### config.mk
export PLATFORM = sky130hd
export DESIGN_NAME = i2c_master_bit_engine
export DESIGN_NICKNAME = d
export VERILOG_FILES = /design/src/i2cmbe_pkg.sv /design/src/i2cmbe_seq.sv /design/src/i2c_master_bit_engine.sv
export SDC_FILE = /design/constraint.sdc
export NUM_CORES = 1
export LEC_CHECK = 0
export ABC_AREA = 1
export BUFFER_PORTS_ARGS = -buffer_cell sky130_fd_sc_hd__buf_4
export CORE_MARGIN = 8
export CORE_UTILIZATION = 55
export CTS_CLUSTER_SIZE = 16
export DETAILED_ROUTE_END_ITERATION = 8
export PLACE_DENSITY = 0.8
export SKIP_CTS_REPAIR_TIMING = 1
export SYNTH_ARGS = -nofsm -noshare
export SYNTH_HDL_FRONTEND = slang
export SYNTH_SLANG_ARGS = --single-unit
### constraint.sdc
create_clock -name aclk -period 4.2 [get_ports aclk]
set_input_delay 0.84 -clock aclk [delete_from_list [all_inputs] [get_ports aclk]]
set_output_delay 0.84 -clock aclk [all_outputs]
set_load 0.01 [all_outputs]
### src/i2cmbe_pkg.sv
`timescale 1ns / 1ps
// ----------------------------------------------------------------------------
// I2C master bit engine package
// Shared action codes, widths and the result record passed between modules.
// ----------------------------------------------------------------------------
package i2cmbe_pkg;

    localparam int TPP_W = 10;
    localparam int ACTION_W = 3;
    localparam int BYTE_W = 8;
    localparam int BIT_CNT_W = 4;

    localparam logic [ACTION_W-1:0] ACT_NONE  = 3'd0;
    localparam logic [ACTION_W-1:0] ACT_START = 3'd1;
    localparam logic [ACTION_W-1:0] ACT_STOP  = 3'd2;
    localparam logic [ACTION_W-1:0] ACT_WRITE = 3'd3;
    localparam logic [ACTION_W-1:0] ACT_READ  = 3'd4;

    localparam logic [TPP_W-1:0] TPP_RESET = 10'd2;
    localparam logic [BIT_CNT_W-1:0] BITS_PER_BYTE = 4'd8;

    typedef struct packed {
        logic              scl_high;
        logic              sda_drive_low;
        logic              busy;
        logic              done;
        logic [BYTE_W-1:0] rx_byte;
        logic              ack_missing;
    } result_t;

endpackage

### src/i2cmbe_seq.sv
`timescale 1ns / 1ps
// ----------------------------------------------------------------------------
// I2C bit sequencer
// Holds the bus sequencing state and advances it by one tick per transfer;
// produces that tick's result combinationally.
// ----------------------------------------------------------------------------
module i2cmbe_seq
    import i2cmbe_pkg::*;
(
    input  logic                aclk,
    input  logic                aresetn,
    input  logic                step,
    input  logic [ACTION_W-1:0] action,
    input  logic [BYTE_W-1:0]   tx_byte,
    input  logic                send_nack,
    input  logic                sda_in,
    input  logic [TPP_W-1:0]    ticks_per_phase,
    output result_t             result
);

    typedef enum logic [3:0] {
        ST_IDLE, ST_START_REL, ST_START_LOW, ST_STOP_LOW, ST_STOP_HIGH,
        ST_WR_LO, ST_WR_HI, ST_WACK_LO, ST_WACK_HI,
        ST_RD_LO, ST_RD_HI, ST_RACK_LO, ST_RACK_HI
    } state_t;

    state_t               state_reg, state_next;
    logic [TPP_W-1:0]     phase_reg, phase_next;
    logic [BIT_CNT_W-1:0] bit_idx_reg, bit_idx_next;
    logic [BYTE_W-1:0]    shift_reg, shift_next;
    logic [BYTE_W-1:0]    rx_reg, rx_next;
    logic                 nack_reg, nack_next;
    logic                 ack_reg, ack_next;
    logic                 scl_reg, scl_next;
    logic                 sda_low_reg, sda_low_next;

    logic [TPP_W-1:0]     tpp;
    logic                 last;
    logic [BIT_CNT_W-1:0] bit_inc;
    logic [BYTE_W-1:0]    rd_shift;
    logic                 o_scl, o_sda, busy, done;

    assign tpp = (ticks_per_phase == '0) ? TPP_W'(1) : ticks_per_phase;

    always_comb begin
        state_next   = state_reg;
        phase_next   = phase_reg;
        bit_idx_next = bit_idx_reg;
        shift_next   = shift_reg;
        rx_next      = rx_reg;
        nack_next    = nack_reg;
        ack_next     = ack_reg;
        scl_next     = scl_reg;
        sda_low_next = sda_low_reg;
        o_scl        = scl_reg;
        o_sda        = sda_low_reg;
        busy         = 1'b0;
        done         = 1'b0;

        // A command is only taken while the engine is idle.
        if (state_reg == ST_IDLE) begin
            case (action)
                ACT_START: begin
                    state_next = ST_START_REL;
                end
                ACT_STOP: begin
                    state_next = ST_STOP_LOW;
                end
                ACT_WRITE: begin
                    state_next = ST_WR_LO;
                    shift_next = tx_byte;
                end
                ACT_READ: begin
                    state_next = ST_RD_LO;
                    shift_next = '0;
                    nack_next  = send_nack;
                end
                default: begin
                end
            endcase
            if (state_next != ST_IDLE) begin
                phase_next   = '0;
                bit_idx_next = '0;
            end
        end

        last     = ({1'b0, phase_next} + 11'd1) >= {1'b0, tpp};
        bit_inc  = bit_idx_next + BIT_CNT_W'(1);
        rd_shift = {shift_next[BYTE_W-2:0], sda_in};

        if (state_next != ST_IDLE) begin
            busy = 1'b1;
            case (state_next)
                ST_START_REL: begin o_scl = 1'b1; o_sda = 1'b0; end
                ST_START_LOW: begin o_scl = 1'b1; o_sda = 1'b1; end
                ST_STOP_LOW:  begin o_scl = 1'b0; o_sda = 1'b1; end
                ST_STOP_HIGH: begin o_scl = 1'b1; o_sda = 1'b1; end
                ST_WR_LO:     begin o_scl = 1'b0; o_sda = ~shift_next[BYTE_W-1]; end
                ST_WR_HI:     begin o_scl = 1'b1; o_sda = ~shift_next[BYTE_W-1]; end
                ST_WACK_LO:   begin o_scl = 1'b0; o_sda = 1'b0; end
                ST_WACK_HI:   begin o_scl = 1'b1; o_sda = 1'b0; end
                ST_RD_LO:     begin o_scl = 1'b0; o_sda = 1'b0; end
                ST_RD_HI:     begin o_scl = 1'b1; o_sda = 1'b0; end
                ST_RACK_LO:   begin o_scl = 1'b0; o_sda = ~nack_next; end
                default:      begin o_scl = 1'b1; o_sda = ~nack_next; end
            endcase

            if (!last) begin
                phase_next = phase_next + TPP_W'(1);
            end else begin
                phase_next = '0;
                case (state_next)
                    ST_START_REL: state_next = ST_START_LOW;
                    ST_START_LOW: begin
                        state_next = ST_IDLE; scl_next = 1'b0; sda_low_next = 1'b1;
                        done = 1'b1;
                    end
                    ST_STOP_LOW: state_next = ST_STOP_HIGH;
                    ST_STOP_HIGH: begin
                        state_next = ST_IDLE; scl_next = 1'b1; sda_low_next = 1'b0;
                        done = 1'b1;
                    end
                    ST_WR_LO: state_next = ST_WR_HI;
                    ST_WR_HI: begin
                        shift_next   = {shift_next[BYTE_W-2:0], 1'b0};
                        bit_idx_next = bit_inc;
                        state_next   = (bit_inc >= BITS_PER_BYTE) ? ST_WACK_LO : ST_WR_LO;
                    end
                    ST_WACK_LO: state_next = ST_WACK_HI;
                    ST_WACK_HI: begin
                        ack_next   = sda_in;
                        state_next = ST_IDLE; scl_next = 1'b0; sda_low_next = 1'b0;
                        done = 1'b1;
                    end
                    ST_RD_LO: state_next = ST_RD_HI;
                    ST_RD_HI: begin
                        shift_next   = rd_shift;
                        bit_idx_next = bit_inc;
                        if (bit_inc >= BITS_PER_BYTE) begin
                            rx_next    = rd_shift;
                            state_next = ST_RACK_LO;
                        end else begin
                            state_next = ST_RD_LO;
                        end
                    end
                    ST_RACK_LO: state_next = ST_RACK_HI;
                    default: begin
                        state_next = ST_IDLE; scl_next = 1'b0; sda_low_next = 1'b0;
                        done = 1'b1;
                    end
                endcase
            end
        end

        result.scl_high      = o_scl;
        result.sda_drive_low = o_sda;
        result.busy          = busy;
        result.done          = done;
        result.rx_byte       = rx_next;
        result.ack_missing   = ack_next;
    end

    always_ff @(posedge aclk) begin
        if (!aresetn) begin
            state_reg   <= ST_IDLE;
            phase_reg   <= '0;
            bit_idx_reg <= '0;
            shift_reg   <= '0;
            rx_reg      <= '0;
            nack_reg    <= 1'b0;
            ack_reg     <= 1'b0;
            scl_reg     <= 1'b1;
            sda_low_reg <= 1'b0;
        end else if (step) begin
            state_reg   <= state_next;
            phase_reg   <= phase_next;
            bit_idx_reg <= bit_idx_next;
            shift_reg   <= shift_next;
            rx_reg      <= rx_next;
            nack_reg    <= nack_next;
            ack_reg     <= ack_next;
            scl_reg     <= scl_next;
            sda_low_reg <= sda_low_next;
        end
    end

endmodule

### src/i2c_master_bit_engine.sv
`timescale 1ns / 1ps
// ----------------------------------------------------------------------------
// I2C master bit engine
// Each input transfer is one bus tick carrying the sampled SDA level and,
// while idle, a command: start, stop, write byte or read byte. Each tick
// produces exactly one result transfer with the SCL/SDA drive levels,
// busy/done flags, the last received byte and the last acknowledge status.
// The s_ channel is valid/ready; the m_ channel is valid/ready; cfg_we writes
// ticks_per_phase (reset 2, zero acts as 1) and is meant to be used only
// while no transfer is in flight and the engine is idle.
// A tick taken at a clock edge has its result registered on m_ at that same
// edge. Throughput is one tick per cycle while the receiver keeps up, set by
// the single-pass sequencer update feeding the result register.
// If the receiver stalls, the result register holds and s_ready drops until
// the result is taken; a new tick is taken in the same cycle a result leaves.
// Reset (aresetn low, synchronous) returns to idle with SCL released high,
// SDA released, and empties the result register.
// ----------------------------------------------------------------------------
module i2c_master_bit_engine
    import i2cmbe_pkg::*;
(
    input  logic                aclk,
    input  logic                aresetn,
    input  logic                cfg_we,
    input  logic [TPP_W-1:0]    cfg_wdata,
    input  logic                s_valid,
    output logic                s_ready,
    input  logic [ACTION_W-1:0] s_action,
    input  logic [BYTE_W-1:0]   s_tx_byte,
    input  logic                s_send_nack,
    input  logic                s_sda_in,
    output logic                m_valid,
    input  logic                m_ready,
    output logic                m_scl_high,
    output logic                m_sda_drive_low,
    output logic                m_busy_res,
    output logic                m_done_res,
    output logic [BYTE_W-1:0]   m_rx_byte,
    output logic                m_ack_missing
);

    logic [TPP_W-1:0] tpp_reg;
    logic             accept;
    result_t          result;
    result_t          out_reg;
    logic             out_valid_reg;

    assign s_ready = !out_valid_reg || m_ready;
    assign accept  = s_valid && s_ready;

    always_ff @(posedge aclk) begin
        if (!aresetn) begin
            tpp_reg <= TPP_RESET;
        end else if (cfg_we) begin
            tpp_reg <= cfg_wdata;
        end
    end

    i2cmbe_seq u_seq (
        .aclk            (aclk),
        .aresetn         (aresetn),
        .step            (accept),
        .action          (s_action),
        .tx_byte         (s_tx_byte),
        .send_nack       (s_send_nack),
        .sda_in          (s_sda_in),
        .ticks_per_phase (tpp_reg),
        .result          (result)
    );

    always_ff @(posedge aclk) begin
        if (!aresetn) begin
            out_valid_reg <= 1'b0;
        end else if (accept) begin
            out_valid_reg <= 1'b1;
        end else if (m_ready) begin
            out_valid_reg <= 1'b0;
        end
    end

    always_ff @(posedge aclk) begin
        if (accept) begin
            out_reg <= result;
        end
    end

    assign m_valid         = out_valid_reg;
    assign m_scl_high      = out_reg.scl_high;
    assign m_sda_drive_low = out_reg.sda_drive_low;
    assign m_busy_res      = out_reg.busy;
    assign m_done_res      = out_reg.done;
    assign m_rx_byte       = out_reg.rx_byte;
    assign m_ack_missing   = out_reg.ack_missing;

    // A completed command is always flagged busy on its last tick.
    a_done_busy: assert property (@(posedge aclk) disable iff (!aresetn)
        m_valid && m_done_res |-> m_busy_res)
        else $error("done result without busy");

    // Input only stalls when a result is waiting and not being taken.
    a_stall_cause: assert property (@(posedge aclk) disable iff (!aresetn)
        !s_ready |-> (m_valid && !m_ready))
        else $error("input stalled without output back-pressure");

    // Every accepted tick yields a result in the next cycle.
    a_result_follows: assert property (@(posedge aclk) disable iff (!aresetn)
        accept |=> m_valid)
        else $error("accepted tick produced no result");

    // A done pulse leaves the engine idle, so the following tick is not busy
    // unless it carries a new command.
    a_done_then_idle: assert property (@(posedge aclk) disable iff (!aresetn)
        accept && result.done ##1 accept && s_action == ACT_NONE |-> !result.busy)
        else $error("engine still busy after done");

endmodule
==> metrics.md, run 1 <==
| Metric | Value |
|---|---|
| Number of nets in the layout | `691` |
| Port buffer count | `42` |
| Met2 Usage GRT | `34.6%` |
| Residual DRC | `0` |
| Seq/Total Area, Yosys | `between 30% and 40%` |
| Routed WL per cell | `13.0 µm` |
| Max IR drop VDD | `approximately 0.20 mV` |
| Final std cells w/o fill | `about 760` |
| CP Capture Type | `flop` |
| Number of warnings printed during yosys synthesis | `0` |
| Tightest Hold Check Type | `flop to flop` |
| Met3 Resource Use GR | `3.85%` |
| Clock Sink Count | `62` |
| Width of the die | `102 µm` |
| Grt met1 use | `between 20% and 30%` |
| Antenna-violating nets left | `0` |
| Floorplan die area | `slightly above 10,000 µm²` |
| Transition at the pin with the smallest max-transition slack | `0.714 ns` |
| Post-Syn Area per Cell | `6.55 µm²` |
| Via/cell ratio | `5.35` |
| TritonCTS Buffers | `9` |
| IO Count | `43` |
| Setup slack at placement | `0.124 ns` |
| Most frequent standard cell in the layout excluding fill and tap cells | `sky130_fd_sc_hd__nand2_1` |
| Combinational group share of total power | `32.0%` |
| Syn Inst Count | `614` |
| Gpl congestion | `0.912` |
| Number of distinct library cell variants in the gate-level netlist after synthesis | `38` |
| Core region area | `between 7000 and 8000 µm²` |
| Die height | `between 100 and 150 µm` |
| Global Route Usage Sum | `between 15 and 20%` |
| Worst clock skew | `0.00614 ns` |
| Utilization of the core after routing | `between 60% and 70%` |
| Achievable clock frequency | `0.267 GHz` |
| Area post-placement | `between 4000 and 5000 µm²` |
| Gr ovfl total | `0` |
| Min Tclk post-route | `approximately 3.7 ns` |
| Number of H-tree branching levels | `3` |
| Antenna violations before repair | `0` |
| Category of cells accounting for the largest share of critical-path delay | `simple AND/OR/NAND/NOR gates` |
| Post-detail-place hpwl | `7.13 mm` |
| Violation count after the first detailed-route iteration | `302` |
| Post-Synthesis Net Count | `654` |
| Most utilized layer in the global route result | `met2` |
| Fillers | `660` |
| Bufs and invs on worst path | `5` |
| Clock root cell | `sky130_fd_sc_hd__clkbuf_8` |
| Outcome | `finished, final reports clean` |
| Total count of max-transition violations in the final report | `0` |
| Clock latency reported for the late side of the worst-skew pair | `0.35 ns` |
| Worst setup SP type | `input pin` |
| Clock transition at the register clock pins on the worst setup and hold paths after CTS | `0.08 ns` |
| Critical path class | `input pin to flop` |
| Share of total power in sequential cells | `37.1%` |
| FF+latch count, synth | `62` |
| Most used cells in the layout excluding fill and tap cells | `sky130_fd_sc_hd__nand2_1, sky130_fd_sc_hd__inv_1, sky130_fd_sc_hd__o21ai_0, sky130_fd_sc_hd__a21oi_1, sky130_fd_sc_hd__dfxtp_1` |
| Setup TNS | `0 ns` |
| Area growth from synthesis to final layout | `14.2%` |
| CP required | `4.50 ns` |
| Max capacitance violation total | `0` |
| Number of placed instances with taps included | `~740` |
| Unrepaired setup endpoints after global routing | `false` |
| Maximum fanout along the worst path | `29` |
| Net switching power | `701 µW` |
| DRT Pass-1 Iters | `5` |
| Antenna Cells | `0` |
| Internal power summed over all cells | `1.22 mW` |
| Part of the power in the clock network | `30.8%` |
| Leakage | `2.20 nW` |
| Post-detailed-routing wire length | `9.83 mm` |
| Hold Vio Cnt, Final | `0` |
| Final standard cell area without fillers | `between 4000 and 5000 µm²` |
| Clock tree from TritonCTS | `built` |
| Cell with the largest stage delay on the worst path | `sky130_fd_sc_hd__ha_1` |
| Placement row count | `31` |
| Number of global-route vias before repair | `3,846` |
| Pin count of the biggest net entering global routing | `49` |
| Total number of vias | `4,040` |
| Share of layout cells above drive strength 1 | `15.9%` |
| Number of setup violations in the final report | `0` |
| Synthesized area | `4020 µm²` |
| Power density cells | `418 nW/µm²` |
| Max-slew headroom | `a little over half` |
| Cell type with the highest occurrence count on the critical path | `sky130_fd_sc_hd__nand2_1` |
| Maximum cell stage delay along the critical path | `between 0.2 and 0.3 ns` |
| Global-route wire length before repair | `16.4 mm` |
| Worst Path Arrival | `4.05 ns` |
| Final cycle utilization of the critical path | `89.3%` |
| Worst setup margin | `between 0.4 and 0.5 ns` |
| Starting density of the core | `56.0%` |
| Switching part of the total power | `36.5%` |
| Worst-case clock buffer depth | `2` |
-- tightest hold or removal path, delay by kind of cell (launching register included) --
family,cells,cell delay (ns)
flops,1,0.31
simple gates,1,0.06
compound gates,1,0.05
-- final timing paths --
check | end | start | slack, ns | cells after the start
setup / recovery | u_seq.rx_reg[5] | s_action[0] | 0.45 | 28
hold / removal | u_seq.bit_idx_reg[3] | u_seq.bit_idx_reg[3] | 0.47 | 2
setup reg to reg | u_seq.rx_reg[5] | u_seq.state_reg[0] | 0.67 | 28
hold reg to reg | u_seq.bit_idx_reg[3] | u_seq.bit_idx_reg[3] | 0.47 | 2
-- stage by stage --
stage          hold slack [ns]  total power [mW]
6_report                 0.468              1.92
4_1_cts                  0.467              1.92
5_1_grt                  0.502              2.03
3_5_place_dp             0.456              1.33
2_1_floorplan            0.429              1.17
3_3_place_gp             0.440              1.31
-- Yosys cell counts --
library cell               count  area, µm²
sky130_fd_sc_hd__o211ai_1      2       15.0
sky130_fd_sc_hd__nor3_1        2       10.0
sky130_fd_sc_hd__o21ai_0      53        265
sky130_fd_sc_hd__a21o_1        1       7.51
sky130_fd_sc_hd__nor2_1       38        143
sky130_fd_sc_hd__buf_1         2       7.51
sky130_fd_sc_hd__inv_1        80        300
sky130_fd_sc_hd__or2_2         7       43.8
sky130_fd_sc_hd__buf_6         4       45.0
sky130_fd_sc_hd__xor2_1        4       35.0
sky130_fd_sc_hd__inv_4         1       6.26
sky130_fd_sc_hd__nor4_1        2       12.5
sky130_fd_sc_hd__edfxtp_1     13        390
sky130_fd_sc_hd__inv_2         6       22.5
sky130_fd_sc_hd__dfxtp_1      49        981
sky130_fd_sc_hd__nand3_1      40        200
sky130_fd_sc_hd__nand3_2       4       40.0
sky130_fd_sc_hd__nor2_4        4       45.0
sky130_fd_sc_hd__a21oi_1      53        265
sky130_fd_sc_hd__ha_1         12        150
sky130_fd_sc_hd__a31o_2        1       8.76
sky130_fd_sc_hd__clkinv_1      1       3.75
sky130_fd_sc_hd__nand4_1       6       37.5
sky130_fd_sc_hd__a31oi_1       1       6.26
sky130_fd_sc_hd__nand2_2       9       56.3
sky130_fd_sc_hd__nand2_1     187        702
sky130_fd_sc_hd__buf_8         1       15.0
sky130_fd_sc_hd__nand3_4       1       17.5
sky130_fd_sc_hd__o22ai_1       1       6.26
sky130_fd_sc_hd__buf_2         1       5.00
sky130_fd_sc_hd__o21ai_1       1       5.00
sky130_fd_sc_hd__nand2_4       4       45.0
sky130_fd_sc_hd__mux2i_1       1       10.0
sky130_fd_sc_hd__nor2_2        4       25.0
sky130_fd_sc_hd__nand3b_1      2       15.0
sky130_fd_sc_hd__clkbuf_1     12       45.0
sky130_fd_sc_hd__xnor2_1       2       17.5
sky130_fd_sc_hd__buf_4         2       15.0
-- final cells by class --
class,instances,area [µm²],area share (%)
repair buffers,48,360,7.85
well taps,99,124,2.70
inverters,88,333,7.25
multi-input cells,442,2180,47.6
flip-flops and latches,62,1370,29.9
clock inverters,7,96.3,2.10
clock buffers,9,124,2.70
-- layer usage --
layer	vias to the layer above	wire length, µm
met5	-	0
met4	0	225
met3	23	652
met2	148	4780
met1	1828	4180
li1	2041	-
-- cell families (layout without fill, tap and decap cells) --
family | Yosys count | in the layout | share of synthesized area, %
compound gates | 113 | 113 | 14.4
simple gates | 310 | 310 | 34.6
fa+ha+maj | 12 | 12 | 3.73
mux | 1 | 1 | 0.249
xor+xnor | 6 | 6 | 1.31
buf+inv | 110 | 152 | 11.6
flops | 62 | 62 | 34.1
-- power groups by stage --
stage / Combinational, mW / Clock (mW) / Sequential [mW]
5_1_grt: 0.680 / 0.625 / 0.720
6_report: 0.615 / 0.592 / 0.713
3_5_place_dp: 0.604 / 0 / 0.725
2_1_floorplan: 0.445 / 0 / 0.730
3_3_place_gp: 0.586 / 0 / 0.723
4_1_cts: 0.607 / 0.601 / 0.712
Power figures use the tool's default switching activity.
==> run 2, diff against run 1 <==
- clock period: 4.2 -> 4.1 ns (I/O delays scaled with it)
==> run 2 against run 1 <==
  * Critical path depth unchanged
  * Non-clock buffer count up 1
  * Register-to-register slack worse by 0.12 ns
  * Routed wire length up 0.24%
  * Global-route usage up 0.44 points
  * First-iteration DRC count down 10%
  * Final cell count up 0.13%
  * Via count about the same
==> metrics.md, run 2 (synthesized netlist as in run 1, its figures left out) <==
| Metric | Value |
|---|---|
| Placement row count | `31 (unchanged)` |
| Starting density of the core | `56.0% (unchanged)` |
| Core region area | `7180 µm² (unchanged)` |
| Transition at the pin with the smallest max-transition slack | `0.775 ns (+0.0614 ns)` |
| Hold Vio Cnt, Final | `0 (unchanged)` |
| Worst setup SP type | `input pin` |
| Category of cells accounting for the largest share of critical-path delay | `simple AND/OR/NAND/NOR gates` |
| Area growth from synthesis to final layout | `14.1%` |
| Max capacitance violation total | `0 (unchanged)` |
| Utilization of the core after routing | `63.9% (-0.087 points)` |
| CP required | `4.40 ns (-0.10 ns)` |
| Total count of max-transition violations in the final report | `0 (unchanged)` |
| Number of H-tree branching levels | `3 (unchanged)` |
| Setup slack at placement | `-0.0172 ns (-0.141 ns)` |
| IO Count | `43 (unchanged)` |
| Post-detailed-routing wire length | `9.86 mm (+0.24%)` |
| Worst setup margin | `0.372 ns (-0.0789 ns)` |
| Clock Sink Count | `62 (unchanged)` |
| Routed WL per cell | `13.0 µm (+0.11%)` |
| Antenna Cells | `0 (unchanged)` |
| Clock transition at the register clock pins on the worst setup and hold paths after CTS | `0.07 ns (about the same)` |
| Number of nets in the layout | `692 (+0.14%)` |
| Most frequent standard cell in the layout excluding fill and tap cells | `sky130_fd_sc_hd__nand2_1` |
| Min Tclk post-route | `between 3 and 4 ns` |
| Hold WS | `0.458 ns (-0.00948 ns)` |
| Worst reg-to-reg setup slack | `0.55 ns (-0.12 ns)` |
| Tightest Hold Check Type | `flop to flop` |
| Leakage | `2.21 nW (+0.28%)` |
| Violation count after the first detailed-route iteration | `271 (-10%)` |
| Critical R2R Capture | `u_seq.rx_reg[6]` |
| Via/cell ratio | `5.35 (about the same)` |
| Clock tree from TritonCTS | `built` |
| Origin of the worst min-delay path | `u_seq.scl_reg` |
| Unrepaired setup endpoints after global routing | `false` |
| Maximum fanout along the worst path | `29 (unchanged)` |
| TritonCTS Buffers | `9 (unchanged)` |
| Achievable clock frequency | `between 0.2 and 0.3 GHz` |
| Share of layout cells above drive strength 1 | `15.8% (-0.024 points)` |
| Number of cells on the worst hold path | `2 (unchanged)` |
| Worst-case clock buffer depth | `2 (unchanged)` |
| Clock latency reported for the late side of the worst-skew pair | `0.35 ns (about the same)` |
| Cell type with the highest occurrence count on the critical path | `sky130_fd_sc_hd__nand2_1` |
| Pin count of the biggest net entering global routing | `34 (-31%)` |
| Maximum cell stage delay along the critical path | `0.27 ns (about the same)` |
| Gr ovfl total | `0 (unchanged)` |
| Number of setup violations in the final report | `0 (unchanged)` |
| Max-slew headroom | `48.3% (-4.1 points)` |
| Power density cells | `416 nW/µm² (-0.57%)` |
| Bufs and invs on worst path | `5 (unchanged)` |
| Antenna violations before repair | `0 (unchanged)` |
| Antenna-violating nets left | `0 (unchanged)` |
| Gpl congestion | `0.921 (+0.95%)` |
| Clock root cell | `sky130_fd_sc_hd__clkbuf_8` |
| Floorplan die area | `10,300 µm² (unchanged)` |
| Final cycle utilization of the critical path | `90.9%` |
| Width of the die | `102 µm (unchanged)` |
| Worst Path Arrival | `4.02 ns (-0.03 ns)` |
| Total number of vias | `4,043 (+0.074%)` |
| Outcome | `finished, final reports clean` |
| End point of the most critical hold path | `u_seq.scl_reg` |
| Reg2reg start | `u_seq.state_reg[0]` |
| Worst Reg-to-Reg Cells | `28 (unchanged)` |
| Max IR drop VDD | `0.180 mV (-8.1%)` |
| Die height | `102 µm (unchanged)` |
| DRT Pass-1 Iters | `5 (unchanged)` |
| Post-detail-place hpwl | `7.04 mm (-1.3%)` |
| Most used cells in the layout excluding fill and tap cells | `sky130_fd_sc_hd__nand2_1, sky130_fd_sc_hd__inv_1, sky130_fd_sc_hd__o21ai_0, sky130_fd_sc_hd__a21oi_1, sky130_fd_sc_hd__dfxtp_1` |
| Critical path class | `input pin to flop` |
| CP Capture Type | `flop` |
| Global-route wire length before repair | `16.9 mm (+2.9%)` |
| Residual DRC | `0 (unchanged)` |
| Global Route Usage Sum | `20.1% (+0.44 points)` |
| Worst clock skew | `0.0111 ns (+0.00500 ns)` |
| Number of global-route vias before repair | `3,864 (+0.47%)` |
| Cell with the largest stage delay on the worst path | `sky130_fd_sc_hd__ha_1` |
| Port buffer count | `42 (unchanged)` |
[run 2: how the worst max path moves through the flow]
| stage | cells past startpoint | endpoint | slack, ns | start |
|---|---|---|---|---|
| finish | 28 | u_seq.rx_reg[6] | 0.37 | s_action[0] |
| global route | 28 | u_seq.rx_reg[7] | 0.03 | s_action[0] |
| CTS | 28 | u_seq.rx_reg[6] | 0.33 | s_action[0] |
| detailed placement | 28 | u_seq.rx_reg[6] | -0.02 | s_action[0] |
| global placement | 26 | m_rx_byte[4] | 0.10 | s_action[0] |
| floorplan | 26 | m_done_res | 0.34 | s_action[2] |
[run 2: tightest hold or removal path, delay by kind of cell (launching register included)]
kind | cells | cell delay [ns]
flip-flops | 1 | 0.32
AND/OR/NAND/NOR | 2 | 0.10
[run 2: power by group]
part           internal (mW)  leakage, nW  switching, mW
sequential             0.695        0.533         0.0349
combinational          0.216         1.57          0.419
clock                  0.296        0.101          0.246
[run 2: area by class of cell]
cell class	count	area, µm²
timing repair buffer	49	380
clock buffer	12	145
tap	99	124
inverter	88	335
multi-input combinational	442	2180
sequential	62	1370
fill	709	2590
clock inverter	4	46.3
[run 2: through the flow]
stage | instances | TNS (ns) | total power [mW] | cell area (µm²)
after floorplan | 614 | 0 | 1.20 | 4020
after global placement | 740 | 0 | 1.35 | 4390
after detailed placement | 740 | -0.0266 | 1.37 | 4390
after CTS | 756 | 0 | 1.91 | 4580
after global routing | 756 | 0 | 2.02 | 4590
final | 756 | 0 | 1.91 | 4590
[run 2: metal layers]
metal / track usage [%] / up-vias / routed length, µm
met5: 0 / - / 0
met4: 8.93 / 0 / 248
met3: 3.57 / 26 / 613
met2: 36.1 / 127 / 4830
met1: 22.6 / 1848 / 4160
li1: - / 2042 / -
==> run 3, diff against run 2 <==
- ABC_AREA: 1 -> not set
- PLACE_DENSITY: 0.8 -> 0.81
==> run 3 against run 2 <==
  * Via count decreased by 17%
  * Clock skew is 0.0021 ns higher
  * Largest cell class unchanged
  * Largest power group unchanged
  * Global-route usage fell by 0.51 points
  * Highest routed layer unchanged
  * Final cell count decreased by 26%
  * Clock power down 15%
==> metrics.md, run 3 <==
| Metric | Value |
|---|---|
| Maximum fanout along the worst path | `8 (-72%)` |
| Floorplan die area | `9540 µm² (-7.4%)` |
| Total number of vias | `3,362 (-17%)` |
| Violation count after the first detailed-route iteration | `214 (-21%)` |
| Clock tree from TritonCTS | `built` |
| Residual DRC | `0 (unchanged)` |
| Number of gates on the worst path with buffers counted | `15 (-46%)` |
| Simple-Gate Fraction of Synth Area | `21.7% (-13 points)` |
| Post-Synthesis Net Count | `473 (-28%)` |
| Gr ovfl total | `0 (unchanged)` |
| Routed WL per cell | `16.7 µm (+28%)` |
| Cell with the largest stage delay on the worst path | `sky130_fd_sc_hd__or3_1` |
| Width of the die | `97.7 µm (-3.8%)` |
| Core region area | `6390 µm² (-11%)` |
| Leakage | `1.70 nW (-23%)` |
| Library cell with the highest instance count after synthesis | `sky130_fd_sc_hd__nand2_1` |
| Critical R2R Capture | `u_seq.rx_reg[1]` |
| Number of cells on the worst hold path | `2 (unchanged)` |
| Clock root cell | `sky130_fd_sc_hd__clkbuf_8` |
| Most frequently used flop master after synthesis | `sky130_fd_sc_hd__dfxtp_1` |
| Worst reg-to-reg setup slack | `0.74 ns (+0.19 ns)` |
| Critical path class | `input pin to flop` |
| Worst Reg-to-Reg Cells | `17 (-39%)` |
| Worst setup SP type | `input pin` |
| Part of the power in the clock network | `32.1% (+3.7 points)` |
| Via/cell ratio | `6.03 (+13%)` |
| Worst Path Arrival | `3.84 ns (-0.18 ns)` |
| Most frequent standard cell in the layout excluding fill and tap cells | `sky130_fd_sc_hd__buf_4` |
| Area growth from synthesis to final layout | `16.1%` |
| Final std cells w/o fill | `558 (-26%)` |
| Synthesized-area fraction occupied by ao, oa, aoi and oai cells | `20.9% (+6.5 points)` |
| Clock transition at the register clock pins on the worst setup and hold paths after CTS | `0.07 ns (about the same)` |
| Transition at the pin with the smallest max-transition slack | `0.639 ns (-0.136 ns)` |
| Origin of the worst min-delay path | `u_seq.rx_reg[5]` |
| Critical Path, Cell by Cell | `buf_4, or3_1, nand3_2, and2_1, ha_1, nand3_1, nor3_1, xnor2_1, nor2_1, ha_1, o21a_1, o21ai_0, o21ai_2, nand3_2, mux2_2` |
| Post-synth EDFFs | `13 (unchanged)` |
| Category of cells accounting for the largest share of critical-path delay | `simple AND/OR/NAND/NOR gates` |
| FF+latch count, synth | `62 (unchanged)` |
| Placement row count | `29 (-6.5%)` |
| Leading cell types by total area after synthesis | `sky130_fd_sc_hd__dfxtp_1, sky130_fd_sc_hd__edfxtp_1, sky130_fd_sc_hd__a21oi_1` |
| Max-slew headroom | `57.1% (+8.8 points)` |
| Combinational group share of total power | `21.9% (-11 points)` |
| Power density cells | `338 nW/µm² (-19%)` |
| Outcome | `finished, final reports clean` |
| Max IR drop VDD | `0.289 mV (+60%)` |
| Critical Path Start | `s_action[0]` |
| Seq/Total Area, Yosys | `37.4% (+3.3 points)` |
| Number of global-route vias before repair | `3,345 (-13%)` |
| Min Tclk post-route | `3.74 ns (+0.0160 ns)` |
| Most used cells in the layout excluding fill and tap cells | `sky130_fd_sc_hd__buf_4, sky130_fd_sc_hd__nand2_1, sky130_fd_sc_hd__dfxtp_1` |
| Dominant combinational cell family by area after synthesis | `simple AND/OR/NAND/NOR gates` |
| Global Route Usage Sum | `19.6% (-0.51 points)` |
| Number of distinct library cell variants in the gate-level netlist after synthesis | `57 (+50%)` |
| Internal power summed over all cells | `990 µW (-18%)` |
| Unrepaired setup endpoints after global routing | `false` |
| Number of setup violations in the final report | `0 (unchanged)` |
| DRT Pass-1 Iters | `5 (unchanged)` |
| Port buffer count | `42 (unchanged)` |
| Number of warnings printed during yosys synthesis | `0 (unchanged)` |
| Reg2reg start | `u_seq.state_reg[3]` |
| Post-synthesis mux area share | `7.95% (+7.7 points)` |
| Antenna violations before repair | `0 (unchanged)` |
| Setup TNS | `0 ns (unchanged)` |
| TritonCTS Buffers | `9 (unchanged)` |
| Bufs and invs on worst path | `1 (-4)` |
| Share of total power in sequential cells | `46.1% (+7.8 points)` |
| Worst-case clock buffer depth | `2 (unchanged)` |
| Achievable clock frequency | `0.267 GHz (-0.43%)` |
| Antenna Cells | `0 (unchanged)` |
| Global-route wire length before repair | `15.6 mm (-7.6%)` |
| Die height | `97.7 µm (-3.8%)` |
| Capture point of the critical path | `m_rx_byte[2]` |
| Final cycle utilization of the critical path | `91.3% (+0.39 points)` |
| Gpl congestion | `0.889 (-3.5%)` |
| CP Capture Type | `flop` |
| Switching part of the total power | `31.2% (-5.5 points)` |
| Starting density of the core | `57.4% (+1.4 points)` |
| Antenna-violating nets left | `0 (unchanged)` |
| CP required | `4.20 ns (-0.20 ns)` |
| Adder-Cell Fraction of Synth Area | `4.09% (+0.36 points)` |
| Net switching power | `449 µW (-36%)` |
| Number of H-tree branching levels | `3 (unchanged)` |
| Worst clock skew | `0.0132 ns (+0.00211 ns)` |
| Pin count of the biggest net entering global routing | `28 (-18%)` |
| Syn Inst Count | `433 (-29%)` |
| Max capacitance violation total | `0 (unchanged)` |
| Largest area contributor in the synthesized netlist | `sky130_fd_sc_hd__dfxtp_1` |
| List of most frequent post-synthesis cells | `sky130_fd_sc_hd__nand2_1, sky130_fd_sc_hd__dfxtp_1, sky130_fd_sc_hd__a21oi_1` |
| Maximum cell stage delay along the critical path | `0.39 ns (+0.12 ns)` |
| Hold Vio Cnt, Final | `0 (unchanged)` |
| Post-Syn Area per Cell | `8.47 µm² (+29%)` |
| Post-detail-place hpwl | `6.80 mm (-3.4%)` |
| Asr flop ratio synth | `0% (unchanged)` |
| Post-detailed-routing wire length | `9.34 mm (-5.3%)` |
| IO Count | `43 (unchanged)` |
| Synthesized area | `3670 µm² (-8.8%)` |
| Clock latency reported for the late side of the worst-skew pair | `0.35 ns (about the same)` |
| Tightest Hold Check Type | `flop to flop` |
| Total count of max-transition violations in the final report | `0 (unchanged)` |
| Number of nets in the layout | `516 (-25%)` |
| Post-Synth XOR/XNOR Area | `2.39% (+1.1 points)` |
| Area share of the largest cell type after synthesis | `26.7% (+2.4 points)` |
| Share of layout cells above drive strength 1 | `20.0% (+4.1 points)` |
| Number of placed instances with taps included | `542 (-27%)` |
| Clock Sink Count | `62 (unchanged)` |
[run 3: changes by cell type after synthesis, sizes merged, moves of 8 or more]
| cell | change |
|---|---|
| inv | -72 |
| nor3 | +10 |
| mux2i | +18 |
| a21oi | -8 |
| mux2 | +9 |
| nor2 | -14 |
| nand3 | -22 |
| nand2 | -150 |
| o21ai | -33 |
| a211oi | +11 |
[run 3: final cells by class]
type	count	area [µm²]
fillers	560	2130
multi-input cells	327	2100
flip-flops and latches	62	1370
repair buffers	61	470
clock buffers	10	128
well taps	77	96.3
inverters	15	56.3
clock inverters	6	38.8
[run 3: logic make-up after synthesis]
logic type               count (synthesis)
multiplexers                            28
AND/OR/NAND/NOR                        158
AO/OA/AOI/OAI                          119
flip-flops                              62
adder cells (fa/ha/maj)                 12
XOR/XNOR                                10
buffers and inverters                   44
[run 3: worst min path at each step]
stage,endpoint,slack (ns)
after floorplan,u_seq.rx_reg[1],0.43
final,u_seq.rx_reg[5],0.47
after global placement,u_seq.rx_reg[6],0.44
after CTS,u_seq.rx_reg[5],0.47
after global routing,u_seq.rx_reg[5],0.48
after detailed placement,u_seq.rx_reg[5],0.45
[run 3: power groups by stage]
stage	Combinational (mW)	Sequential, mW	Clock (mW)
3_5_place_dp	0.309	0.676	0
2_1_floorplan	0.200	0.678	0
3_3_place_gp	0.303	0.675	0
6_report	0.315	0.663	0.461
5_1_grt	0.344	0.665	0.499
4_1_cts	0.310	0.662	0.470
[run 3: stage by stage]
step                      power [mW]  utilization [%]  setup slack, ns  hold WS (ns)  instance area, µm²
after global routing            1.51             66.7          0.00310         0.477                4260
after detailed placement       0.985             64.0           0.0199         0.449                4090
after global placement         0.978             64.0           0.0625         0.443                4090
after CTS                       1.44             66.6            0.368         0.466                4250
final                           1.44             66.7            0.356         0.466                4260
after floorplan                0.878                -            0.270         0.434                3670
[run 3: metal layers]
metal,wire [µm],global-route usage [%]
met1,3960,22.2
met3,560,4.48
met2,4600,33.2
met5,0,0
met4,222,10.8
[run 3: worst register-to-register path: cells and delay by family (launching register included)]
kind / cells / cell delay [ns]
AND/OR/NAND/NOR: 7 / 1.21
AO/OA/AOI/OAI: 5 / 0.78
adder cells (fa/ha/maj): 2 / 0.53
flip-flops: 1 / 0.34
buffers and inverters: 2 / 0.29
XOR/XNOR: 1 / 0.14
